### src/sv/assert_macros.svh
// ----------------------------------------------------------------------------
// assertion macros
// concurrent assertion helpers, empty under synthesis
// ----------------------------------------------------------------------------
`ifndef ASSERT_MACROS_SVH
`define ASSERT_MACROS_SVH
`ifndef SYNTHESIS
`define ASSERT_CLK(label, clk, rst_n, prop) \
    label: assert property (@(posedge clk) disable iff (!rst_n) prop) \
        else $error("assertion failed");
`else
`define ASSERT_CLK(label, clk, rst_n, prop)
`endif
`ifndef SYNTHESIS
`define ASSERT_NORST(label, clk, prop) \
    label: assert property (@(posedge clk) prop) else $error("assertion failed");
`else
`define ASSERT_NORST(label, clk, prop)
`endif
`endif

### src/sv/sha_pkg.sv
// ----------------------------------------------------------------------------
// sha_pkg
// types, constants and the rotate function shared by the hasher modules
// ----------------------------------------------------------------------------
`timescale 1ns / 1ps
package sha_pkg;

    typedef struct packed {
        logic       action;
        logic [7:0] message_byte;
    } t_in_word;

    typedef struct packed {
        logic [31:0] digest_word;
        logic [2:0]  word_index;
        logic        last_word;
    } t_out_word;

    localparam logic ACT_ABSORB = 1'b0;
    localparam logic ACT_FINISH = 1'b1;

    localparam logic [7:0] PAD_BYTE  = 8'h80;
    localparam logic [5:0] LEN_START = 6'd56;

    // content of a byte shifted into the block
    typedef enum logic [1:0] {
        SEL_DATA = 2'd0,
        SEL_ZERO = 2'd1,
        SEL_PAD  = 2'd2,
        SEL_LEN  = 2'd3
    } t_byte_sel;

    typedef struct packed {
        logic       shift_en;
        t_byte_sel  byte_sel;
        logic       comp_start;
        logic       comp_step;
        logic       comp_done;
        logic       init_hash;
        logic       out_shift;
    } t_cmd;

    typedef struct packed {
        logic       fill_last;
        logic       len_start;
        logic       round_last;
    } t_status;

    localparam logic [31:0] ROUND_K [64] = '{
        32'h428a2f98, 32'h71374491, 32'hb5c0fbcf, 32'he9b5dba5,
        32'h3956c25b, 32'h59f111f1, 32'h923f82a4, 32'hab1c5ed5,
        32'hd807aa98, 32'h12835b01, 32'h243185be, 32'h550c7dc3,
        32'h72be5d74, 32'h80deb1fe, 32'h9bdc06a7, 32'hc19bf174,
        32'he49b69c1, 32'hefbe4786, 32'h0fc19dc6, 32'h240ca1cc,
        32'h2de92c6f, 32'h4a7484aa, 32'h5cb0a9dc, 32'h76f988da,
        32'h983e5152, 32'ha831c66d, 32'hb00327c8, 32'hbf597fc7,
        32'hc6e00bf3, 32'hd5a79147, 32'h06ca6351, 32'h14292967,
        32'h27b70a85, 32'h2e1b2138, 32'h4d2c6dfc, 32'h53380d13,
        32'h650a7354, 32'h766a0abb, 32'h81c2c92e, 32'h92722c85,
        32'ha2bfe8a1, 32'ha81a664b, 32'hc24b8b70, 32'hc76c51a3,
        32'hd192e819, 32'hd6990624, 32'hf40e3585, 32'h106aa070,
        32'h19a4c116, 32'h1e376c08, 32'h2748774c, 32'h34b0bcb5,
        32'h391c0cb3, 32'h4ed8aa4a, 32'h5b9cca4f, 32'h682e6ff3,
        32'h748f82ee, 32'h78a5636f, 32'h84c87814, 32'h8cc70208,
        32'h90befffa, 32'ha4506ceb, 32'hbef9a3f7, 32'hc67178f2
    };

    localparam logic [31:0] INIT_HASH [8] = '{
        32'h6a09e667, 32'hbb67ae85, 32'h3c6ef372, 32'ha54ff53a,
        32'h510e527f, 32'h9b05688c, 32'h1f83d9ab, 32'h5be0cd19
    };

    function automatic logic [31:0] rotr(input logic [31:0] x, input int n);
        rotr = (x >> n) | (x << (32 - n));
    endfunction

endpackage

### src/sv/sha_datapath.sv
// ----------------------------------------------------------------------------
// sha_datapath
// byte shift block, message schedule, round unit, chaining words and length
// ----------------------------------------------------------------------------
`timescale 1ns / 1ps
module sha_datapath
    import sha_pkg::*;
(
    input  logic        i_clk,
    input  logic        i_rst_n,
    input  t_cmd        i_cmd,
    input  logic [7:0]  i_byte,
    output t_status     o_status,
    output logic [31:0] o_hash_word
);

    logic [5:0]  r_fill;
    logic [63:0] r_len;
    logic [31:0] r_h [8];
    logic [31:0] r_v [8];
    logic [31:0] r_w [16];
    logic [5:0]  r_round;

    logic [31:0] s1, ch, t1, s0, maj, t2, wnew, lo, hi;
    logic [7:0]  shift_byte;

    always_comb begin
        unique case (i_cmd.byte_sel)
            SEL_DATA: shift_byte = i_byte;
            SEL_ZERO: shift_byte = 8'h00;
            SEL_PAD:  shift_byte = PAD_BYTE;
            SEL_LEN:  shift_byte = r_len[{~r_fill[2:0], 3'b000} +: 8];
            default:  shift_byte = 8'h00;
        endcase
    end

    always_comb begin
        s1   = rotr(r_v[4], 6) ^ rotr(r_v[4], 11) ^ rotr(r_v[4], 25);
        ch   = (r_v[4] & r_v[5]) ^ (~r_v[4] & r_v[6]);
        t1   = r_v[7] + s1 + ch + ROUND_K[r_round] + r_w[0];
        s0   = rotr(r_v[0], 2) ^ rotr(r_v[0], 13) ^ rotr(r_v[0], 22);
        maj  = (r_v[0] & r_v[1]) ^ (r_v[0] & r_v[2]) ^ (r_v[1] & r_v[2]);
        t2   = s0 + maj;
        lo   = rotr(r_w[1], 7) ^ rotr(r_w[1], 18) ^ (r_w[1] >> 3);
        hi   = rotr(r_w[14], 17) ^ rotr(r_w[14], 19) ^ (r_w[14] >> 10);
        wnew = r_w[0] + lo + r_w[9] + hi;
    end

    // bytes enter at the low end, the first byte ends in the top of word 0
    always_ff @(posedge i_clk) begin
        if (i_cmd.shift_en) begin
            for (int i = 0; i < 15; i++) r_w[i] <= {r_w[i][23:0], r_w[i+1][31:24]};
            r_w[15] <= {r_w[15][23:0], shift_byte};
        end else if (i_cmd.comp_step) begin
            for (int i = 0; i < 15; i++) r_w[i] <= r_w[i+1];
            r_w[15] <= wnew;
        end
    end

    always_ff @(posedge i_clk) begin
        if (!i_rst_n) begin
            r_fill  <= '0;
            r_len   <= '0;
            r_round <= '0;
            for (int i = 0; i < 8; i++) r_h[i] <= INIT_HASH[i];
        end else begin
            if (i_cmd.shift_en) begin
                r_fill <= r_fill + 6'd1;
                if (i_cmd.byte_sel == SEL_DATA) r_len <= r_len + 64'd8;
            end
            if (i_cmd.comp_start) r_round <= '0;
            if (i_cmd.comp_step) r_round <= r_round + 6'd1;
            if (i_cmd.comp_done)
                for (int i = 0; i < 8; i++) r_h[i] <= r_h[i] + r_v[i];
            if (i_cmd.out_shift)
                for (int i = 0; i < 8; i++) r_h[i] <= r_h[(i + 1) % 8];
            if (i_cmd.init_hash) begin
                r_len <= '0;
                for (int i = 0; i < 8; i++) r_h[i] <= INIT_HASH[i];
            end
        end
    end

    always_ff @(posedge i_clk) begin
        if (i_cmd.comp_start) begin
            for (int i = 0; i < 8; i++) r_v[i] <= r_h[i];
        end else if (i_cmd.comp_step) begin
            r_v[0] <= t1 + t2;
            r_v[1] <= r_v[0];
            r_v[2] <= r_v[1];
            r_v[3] <= r_v[2];
            r_v[4] <= r_v[3] + t1;
            r_v[5] <= r_v[4];
            r_v[6] <= r_v[5];
            r_v[7] <= r_v[6];
        end
    end

    assign o_status.fill_last  = (r_fill == 6'd63);
    assign o_status.len_start  = (r_fill == LEN_START);
    assign o_status.round_last = (r_round == 6'd63);
    assign o_hash_word = r_h[0];

endmodule

### src/sv/sha_control.sv
// ----------------------------------------------------------------------------
// sha_control
// sequencer for absorb, padding, compression and digest output
// ----------------------------------------------------------------------------
`timescale 1ns / 1ps
`include "assert_macros.svh"
module sha_control
    import sha_pkg::*;
(
    input  logic      i_clk,
    input  logic      i_rst_n,
    input  logic      i_valid,
    input  t_in_word  i_data,
    output logic      o_stall,
    input  logic      i_out_stall,
    output logic      o_out_valid,
    output logic [2:0] o_out_index,
    input  t_status   i_status,
    output t_cmd      o_cmd
);

    typedef enum logic [6:0] {
        ST_IDLE   = 7'b0000001,
        ST_PADZ   = 7'b0000010,
        ST_PADLEN = 7'b0000100,
        ST_START  = 7'b0001000,
        ST_ROUND  = 7'b0010000,
        ST_ADD    = 7'b0100000,
        ST_OUT    = 7'b1000000
    } t_state;

    t_state     r_state, n_state;
    logic       r_final, n_final;
    logic       r_pad, n_pad;
    logic [2:0] r_idx, n_idx;
    logic       acc;

    assign o_stall     = (r_state != ST_IDLE);
    assign acc         = i_valid && !o_stall;
    assign o_out_valid = (r_state == ST_OUT);
    assign o_out_index = r_idx;

    always_comb begin
        n_state = r_state;
        n_final = r_final;
        n_pad   = r_pad;
        n_idx   = r_idx;
        o_cmd   = '0;
        unique case (r_state)
            ST_IDLE: begin
                if (acc) begin
                    o_cmd.shift_en = 1'b1;
                    if (i_data.action == ACT_ABSORB) begin
                        o_cmd.byte_sel = SEL_DATA;
                        if (i_status.fill_last) n_state = ST_START;
                    end else begin
                        o_cmd.byte_sel = SEL_PAD;
                        n_pad   = 1'b1;
                        n_state = i_status.fill_last ? ST_START : ST_PADZ;
                    end
                end
            end
            ST_PADZ: begin
                if (i_status.len_start) begin
                    n_state = ST_PADLEN;
                end else begin
                    o_cmd.shift_en = 1'b1;
                    o_cmd.byte_sel = SEL_ZERO;
                    if (i_status.fill_last) n_state = ST_START;
                end
            end
            ST_PADLEN: begin
                o_cmd.shift_en = 1'b1;
                o_cmd.byte_sel = SEL_LEN;
                if (i_status.fill_last) begin
                    n_state = ST_START;
                    n_final = 1'b1;
                end
            end
            ST_START: begin
                o_cmd.comp_start = 1'b1;
                n_state = ST_ROUND;
            end
            ST_ROUND: begin
                o_cmd.comp_step = 1'b1;
                if (i_status.round_last) n_state = ST_ADD;
            end
            ST_ADD: begin
                o_cmd.comp_done = 1'b1;
                if (r_final) begin
                    n_state = ST_OUT;
                    n_idx   = '0;
                end else if (r_pad) begin
                    n_state = ST_PADZ;
                end else begin
                    n_state = ST_IDLE;
                end
            end
            ST_OUT: begin
                if (!i_out_stall) begin
                    n_idx = r_idx + 3'd1;
                    if (r_idx == 3'd7) begin
                        o_cmd.init_hash = 1'b1;
                        n_state = ST_IDLE;
                        n_final = 1'b0;
                        n_pad   = 1'b0;
                    end else begin
                        o_cmd.out_shift = 1'b1;
                    end
                end
            end
            default: n_state = ST_IDLE;
        endcase
    end

    always_ff @(posedge i_clk) begin
        if (!i_rst_n) begin
            r_state <= ST_IDLE;
            r_final <= 1'b0;
            r_pad   <= 1'b0;
            r_idx   <= '0;
        end else begin
            r_state <= n_state;
            r_final <= n_final;
            r_pad   <= n_pad;
            r_idx   <= n_idx;
        end
    end

    `ASSERT_CLK(a_onehot, i_clk, i_rst_n, $onehot(r_state))
    `ASSERT_CLK(a_no_acc_busy, i_clk, i_rst_n, (r_state != ST_IDLE) |-> !acc)
    `ASSERT_CLK(a_round_end, i_clk, i_rst_n, (r_state == ST_ADD) |-> $past(r_state == ST_ROUND))
    `ASSERT_CLK(a_out_hold, i_clk, i_rst_n, (o_out_valid && i_out_stall) |=> (o_out_valid && $stable(r_idx)))

endmodule

### src/sv/sha256_byte_stream_hasher.sv
// absorb: each accepted byte is shifted into the block, the 64th byte starts compression (start, round, add)
// finish: pad byte, zero bytes and the 64-bit length fill the last block, a second one when the fill is 56 or more
// eight digest words follow, one per cycle when the output does not stall
// input: bytes are refused (o_stall) while a block is padded or compressed or the digest is sent
// reset: synchronous active low, chaining words return to the initial hash, fill and length clear
// ----------------------------------------------------------------------------
// sha256_byte_stream_hasher
// byte-serial sha-256 with padding and digest word output
// ----------------------------------------------------------------------------
`timescale 1ns / 1ps
module sha256_byte_stream_hasher
    import sha_pkg::*;
(
    input  logic      i_clk,
    input  logic      i_rst_n,
    input  logic      i_valid,
    input  t_in_word  i_data,
    output logic      o_stall,
    output logic      o_valid,
    output t_out_word o_data,
    input  logic      i_stall
);

    t_cmd       cmd;
    t_status    status;
    logic [31:0] hash_word;
    logic [2:0]  idx;

    sha_control u_ctrl (
        .i_clk       (i_clk),
        .i_rst_n     (i_rst_n),
        .i_valid     (i_valid),
        .i_data      (i_data),
        .o_stall     (o_stall),
        .i_out_stall (i_stall),
        .o_out_valid (o_valid),
        .o_out_index (idx),
        .i_status    (status),
        .o_cmd       (cmd)
    );

    sha_datapath u_dp (
        .i_clk       (i_clk),
        .i_rst_n     (i_rst_n),
        .i_cmd       (cmd),
        .i_byte      (i_data.message_byte),
        .o_status    (status),
        .o_hash_word (hash_word)
    );

    assign o_data.digest_word = hash_word;
    assign o_data.word_index  = idx;
    assign o_data.last_word   = (idx == 3'd7);

endmodule
### config.mk
export PLATFORM = sky130hd
export DESIGN_NAME = sha256_byte_stream_hasher
export DESIGN_NICKNAME = d
export VERILOG_FILES = /design/src/sv/sha_pkg.sv /design/src/sv/sha_datapath.sv /design/src/sv/sha_control.sv /design/src/sv/sha256_byte_stream_hasher.sv
export VERILOG_INCLUDE_DIRS = /design/src /design/src/sv
export SDC_FILE = /design/constraint.sdc
export NUM_CORES = 2
export LEC_CHECK = 0
export ABC_CLOCK_PERIOD_IN_PS = 32500
export BUFFER_PORTS_ARGS = -buffer_cell sky130_fd_sc_hd__buf_2
export CAP_MARGIN = 25
export CORE_UTILIZATION = 45
export DETAILED_ROUTE_END_ITERATION = 8
export GPL_TIMING_DRIVEN = 1
export PLACE_DENSITY = 0.71
export SYNTH_ARGS = -nofsm -noshare
export SYNTH_HDL_FRONTEND = slang
export SYNTH_HIERARCHICAL = 1
export SYNTH_SLANG_ARGS = --single-unit
### constraint.sdc
create_clock -name i_clk -period 32.5 [get_ports i_clk]
set_input_delay 8.125 -clock i_clk [delete_from_list [all_inputs] [get_ports i_clk]]
set_output_delay 8.125 -clock i_clk [all_outputs]
set_load 0.03 [all_outputs]
======== Yosys cells after proc, flatten, opt, wreduce, memory -nomap -nowiden ========
Memory sizes are Yosys's and may differ from the RTL's.
Cells that the tools add are included.
word-level totals
  input port bits ......................... 13
  RAM bits ................................ 1024
  bits in latches ......................... 0
  register bits ........................... 88
  memory bits (read-only) ................. 2048
  word-level logic and storage cells ...... 252
  memories kept ........................... 4
  output and inout port bits .............. 38
memories
  memory            words  width  read ports  clocked after memory_dff  wr ports  line                RTL
  (name not given)  64     32     1           0                         0         sha_datapath.sv:40  t1 = r_v[7] + s1 + ch + ROUND_K[r_round] + r_w[0];
  u_dp.r_w          16     32     16          0                         16        sha_datapath.sv:21  logic [31:0] r_w [16];
  u_dp.r_h          8      32     8           0                         8         sha_datapath.sv:19  logic [31:0] r_h [8];
  u_dp.r_v          8      32     8           0                         8         sha_datapath.sv:20  logic [31:0] r_v [8];
cells by class
  $lt $le $gt $ge ......................... 1
  equal/unequal tests ..................... 22
  $add $sub $neg .......................... 22
  mux-type cells .......................... 104
  div/mod/pow operators ................... 0
  $mul .................................... 0
  reduce and logical (&&, ||, !) cells .... 13
  shift operators ......................... 1
  bitwise operators ....................... 78
operator list
  cell                                            count
  two-way mux 32 bit                              50
  adder 32 bit                                    18
  XOR 32 bit                                      9
  AND 32 bit                                      5
  adder 64 x 4 -> 64 bit (second input constant)  1
  indexed part select 64 x 7 -> 8 bit             1
  two-way mux 7 bit                               8
  case mux 7 bit (7 select lines)                 1
  OR 1 bit                                        48
  NOT 32 bit                                      1
  OR 10 x 32 -> 32 bit                            1
  OR 13 x 32 -> 32 bit                            1
  OR 14 x 32 -> 32 bit                            1
  OR 15 x 32 -> 32 bit                            1
  OR 19 x 32 -> 32 bit                            1
  OR 21 x 32 -> 32 bit                            1
  OR 25 x 32 -> 32 bit                            1
  OR 26 x 32 -> 32 bit                            1
  OR 30 x 32 -> 32 bit                            1
  OR 7 x 32 -> 32 bit                             1
  case mux 8 bit (4 select lines)                 1
  XOR 32 x 22 -> 32 bit                           1
  XOR 32 x 29 -> 32 bit                           1
  two-way mux 1 bit                               29
  other kinds (36)                                57

======== Longest topological paths before layout ========
An unclocked memory read counts as a cell.
  depth after elaboration ................. 10
  mapped depth ............................ 40
  depth with buffers taken out ............ 39

======== Modules after synthesis ========
Netlist, hierarchy kept.
by module, submodules not included
  module                     area an instance (um^2)  times used  cells each
  sha_datapath               74078.5                  1           7106
  sha_control                808.3                    1           95
  sha256_byte_stream_hasher  6.3                      1           1

======== Worst setup path before layout ========
OpenSTA, ideal clock, no wires.
  path kind ............................... input-to-reg
  start ................................... in i_valid
  end ..................................... mem u_dp.r_w[0][0], enable pin
  required time ........................... 31.833 ns
  slack ................................... 16.537 ns
  buffers on the path ..................... 3
  arrival time ............................ 15.296 ns
  library setup time ...................... 0.667 ns
  cell stages on the path ................. 6
  cell sequence ........................... nand2_1 -> nand2_1 -> clkbuf_1 -> clkbuf_1 -> clkbuf_1 -> or2_2
RTL lines
  element          line                             RTL
  start, declared  sha256_byte_stream_hasher.sv:16  input logic i_valid,
  end, declared    sha_datapath.sv:21

==> results.sh <==
export IMPL_wl_per_cell_um=24.2
export IMPL_syn_num_nets=7808
export IMPL_synth_edf_count=896
export IMPL_cts_tree="done"
export IMPL_min_period_over_period=0.347
export IMPL_cts_hold_buf=0
export IMPL_rsz0062_at_grt="no"
export IMPL_syn_cell_area_mm2=0.0749
export IMPL_maxCapViolCount=0
export IMPL_synth_xor_area_share=0.0736
export IMPL_synth_main_ff_cell="edfxtp_1"
export IMPL_dr_pass1_iters=9
export IMPL_violations="design-rule violations"
export IMPL_ys_types=115
export IMPL_clk_pin_slew_ns=0.06
export IMPL_instances_no_fill=9357
export IMPL_worstPathRequired_ns=33.04
export IMPL_slew_violations=0
export IMPL_maxSlewHeadroom=0.144
export IMPL_synth_adder_area_share=0.119
export IMPL_cts_sink_count=1109
export IMPL_grt_usage=0.263
export IMPL_async_flop_share=0
export IMPL_fin_total_pwr_mw=5.33
export IMPL_grt_pass1_wl_um=337000
export IMPL_leakage_nw=31.3
export IMPL_area_delta_synth_final_pct=8.76
export IMPL_grt_max_degree=198
export IMPL_power_per_cell_area_mw_per_mm2=65.5
export IMPL_tightest_slew_ns=1.28
export IMPL_yosysSeqAreaShare=0.416
export IMPL_row_count=149
export IMPL_fin_tns_setup_ns=0
export IMPL_r2r_cells=37
export IMPL_core_area_mm2=0.165
export IMPL_synth_mux_area_frac=0.0970
export IMPL_clock_root_buffer="clkbuf_16"
export IMPL_port_buffers=50
export IMPL_grt_pass1_vias=54500
export IMPL_viasPerCell=6.10
export IMPL_ios=51
export IMPL_clock_skew_ns=0.0563
export IMPL_crit_type="input port to register"
export IMPL_gp_congestion=1.02
export IMPL_start_kind="input port"
export IMPL_hold_viol=0
export IMPL_hold_depth=2
export IMPL_grt_overflow_total=0
export IMPL_die_w_um=410
export IMPL_cts_path_max_buffers=3
export IMPL_vias=57000
export IMPL_clkLatencyLatePin_ns=0.80
export IMPL_ant_nets=0
export IMPL_die_area_mm2=0.168
export IMPL_placed_cells=9110
export IMPL_peakVddDrop_mv=0.0809
export IMPL_initial_utilization=0.453
export IMPL_syn_inst=7202
export IMPL_synth_compound_area_frac=0.150
export IMPL_yosysWarnings=6
export IMPL_synth_top_family_by_area="compound AO/OA/AOI/OAI gates"
export IMPL_clock_fmax_mhz=88.6
export IMPL_endpoint_kind="register"
export IMPL_antenna_found_initial=5
export IMPL_wl_um=227000
export IMPL_setup_viol=0
export IMPL_fp_dieH_um=410
export IMPL_drc=32
export IMPL_critPathArrivalTime_ns=11.83
export IMPL_fin_nets=7664
export IMPL_synth_simple_area_share=0.106
export IMPL_worstPathMaxFanout=21
export IMPL_syn_area_per_cell_um2=10.4
export IMPL_cts_made_buffers=131
export IMPL_outcome="finished, violations left"
export IMPL_dp_hpwl_um=165000
export IMPL_drive_gt1_frac=0.142
export IMPL_htree_levels=4
export IMPL_cts_resized_gates=0
export IMPL_cts_setup_buffers=0
export IMPL_synth_seq_cells=1109
export IMPL_drtIter0Drc=6619
export IMPL_hp_class="register to register"
export IMPL_post_route_min_period_ns=11.29
through the flow:
step / utilization / setup slack (ns) / instance area, µm² / hold WS [ns]
2_1_floorplan: - / 16.54 / 74900 / 0.449
3_3_place_gp: 0.465 / 20.34 / 76900 / 0.472
3_5_place_dp: 0.466 / 20.35 / 76900 / 0.478
4_1_cts: 0.492 / 21.21 / 81300 / 0.486
5_1_grt: 0.493 / 20.61 / 81400 / 0.519
6_report: 0.493 / 21.21 / 81500 / 0.486
metal layers:
metal  track usage  wire length (µm)
met1         0.370             96000
met2         0.398             98500
met3        0.0521             23100
met4         0.101              9170
met5             0                18
cell type report:
type,instances,area [µm²]
Sequential cell,1109,31200
Inverter,322,1220
Fill cell,14800,83700
Clock buffer,179,3610
Timing Repair Buffer,119,926
Multi-Input combinational cell,5375,41000
Clock inverter,61,790
Antenna cell,3,7.51
Tap cell,2189,2740
synth_stat cells (all sizes together) (17+ instances only):
cell    count  area (µm²)
or3        33         206
o22ai      22         144
o21a       45         338
clkbuf    331        1250
a21o      225        1690
xnor2     390        3420
a211o      17         149
a21oi     460        2320
nand4      48         307
nor2b      39         244
nor3       87         447
o21ai     460        2320
and3       51         320
edfxtp    896       26900
a311oi     17         161
o31ai      32         255
mux2i      34         340
buf        65         398
a31oi      56         363
or2        18         113
and2       25         156
a211oi     49         378
mux2      571        6430
nand2b     58         363
nand2     871        3270
o211ai     74         556
a21boi     22         169
nor2      379        1450
xor2      239        2090
ha        398        4980
fa        195        3900
o21bai     45         338
dfxtp     213        4260
a221oi     57         505
inv       320        1200
mux4       22         495
o221ai     37         330
nand3     117         603
worst paths after layout:
| check | startpoint | end | slack, ns |
|---|---|---|---|
| worst max-delay path | i_rst_n | u_dp/r_h[1][28]$_DFFE_PP_ | 21.21 |
| worst min-delay path | u_dp/r_h[1][96]$_SDFFE_PP1P_ | u_dp/r_h[1][96]$_SDFFE_PP1P_ | 0.49 |
| worst max register to register | u_dp/r_round[0]$_SDFFE_PN0P_ | u_dp/r_v[0][30]$_DFFE_PP_ | 21.27 |
| worst min register to register | u_dp/r_h[1][96]$_SDFFE_PP1P_ | u_dp/r_h[1][96]$_SDFFE_PP1P_ | 0.49 |
registers in the layout (all words and copies together), names as in the netlist:
register	flops
u_ctrl/r_pad	1
u_dp/r_h	256
u_dp/r_fill	6
u_dp/r_len	61
u_dp/r_w	512
u_ctrl/r_state	7
u_dp/r_round	6
u_ctrl/r_final	1
u_dp/r_v	256
u_ctrl/o_out_index	3
power by group:
part           leakage, nW  total (mW)  switching, mW  internal, mW
registers             10.1        1.87          0.135          1.73
logic                 19.0        1.97           1.15         0.823
clock network         2.14        1.49          0.648         0.846
cell usage in the layout (no fill, tap or decap), drive strengths merged, types with 25 or more instances in the layout:
cell type / instances
edfxtp: 896
nand2: 871
mux2: 571
a21oi: 460
o21ai: 460
ha: 398
xnor2: 390
nor2: 379
inv: 329
xor2: 239
a21o: 225
dfxtp: 213
fa: 195
clkbuf: 179
buf: 119
nand3: 117
nor3: 87
o211ai: 74
nand2b: 58
a221oi: 57
a31oi: 56
and3: 51
a211oi: 49
nand4: 48
clkinv: 46
o21a: 45
o21bai: 45
nor2b: 39
o221ai: 37
mux2i: 34
or3: 33
o31ai: 32
and2: 25
critical path, cell delays in order:
cell and delay, ns:
buf_2 0.43, inv_1 0.53, nor2_1 0.95, nand2_1 0.69, nor2_2 0.34, buf_4 0.38, nand3_1 0.13, mux2i_1 0.15
nor2_1 0.07
cell families after synthesis:
family / Yosys count
flops: 1109
xor+xnor: 629
buf+inv: 718
fa+ha+maj: 597
simple gates: 1783
mux: 627
compound gates: 1739
Note: power is estimated with default switching activity, not from simulation.
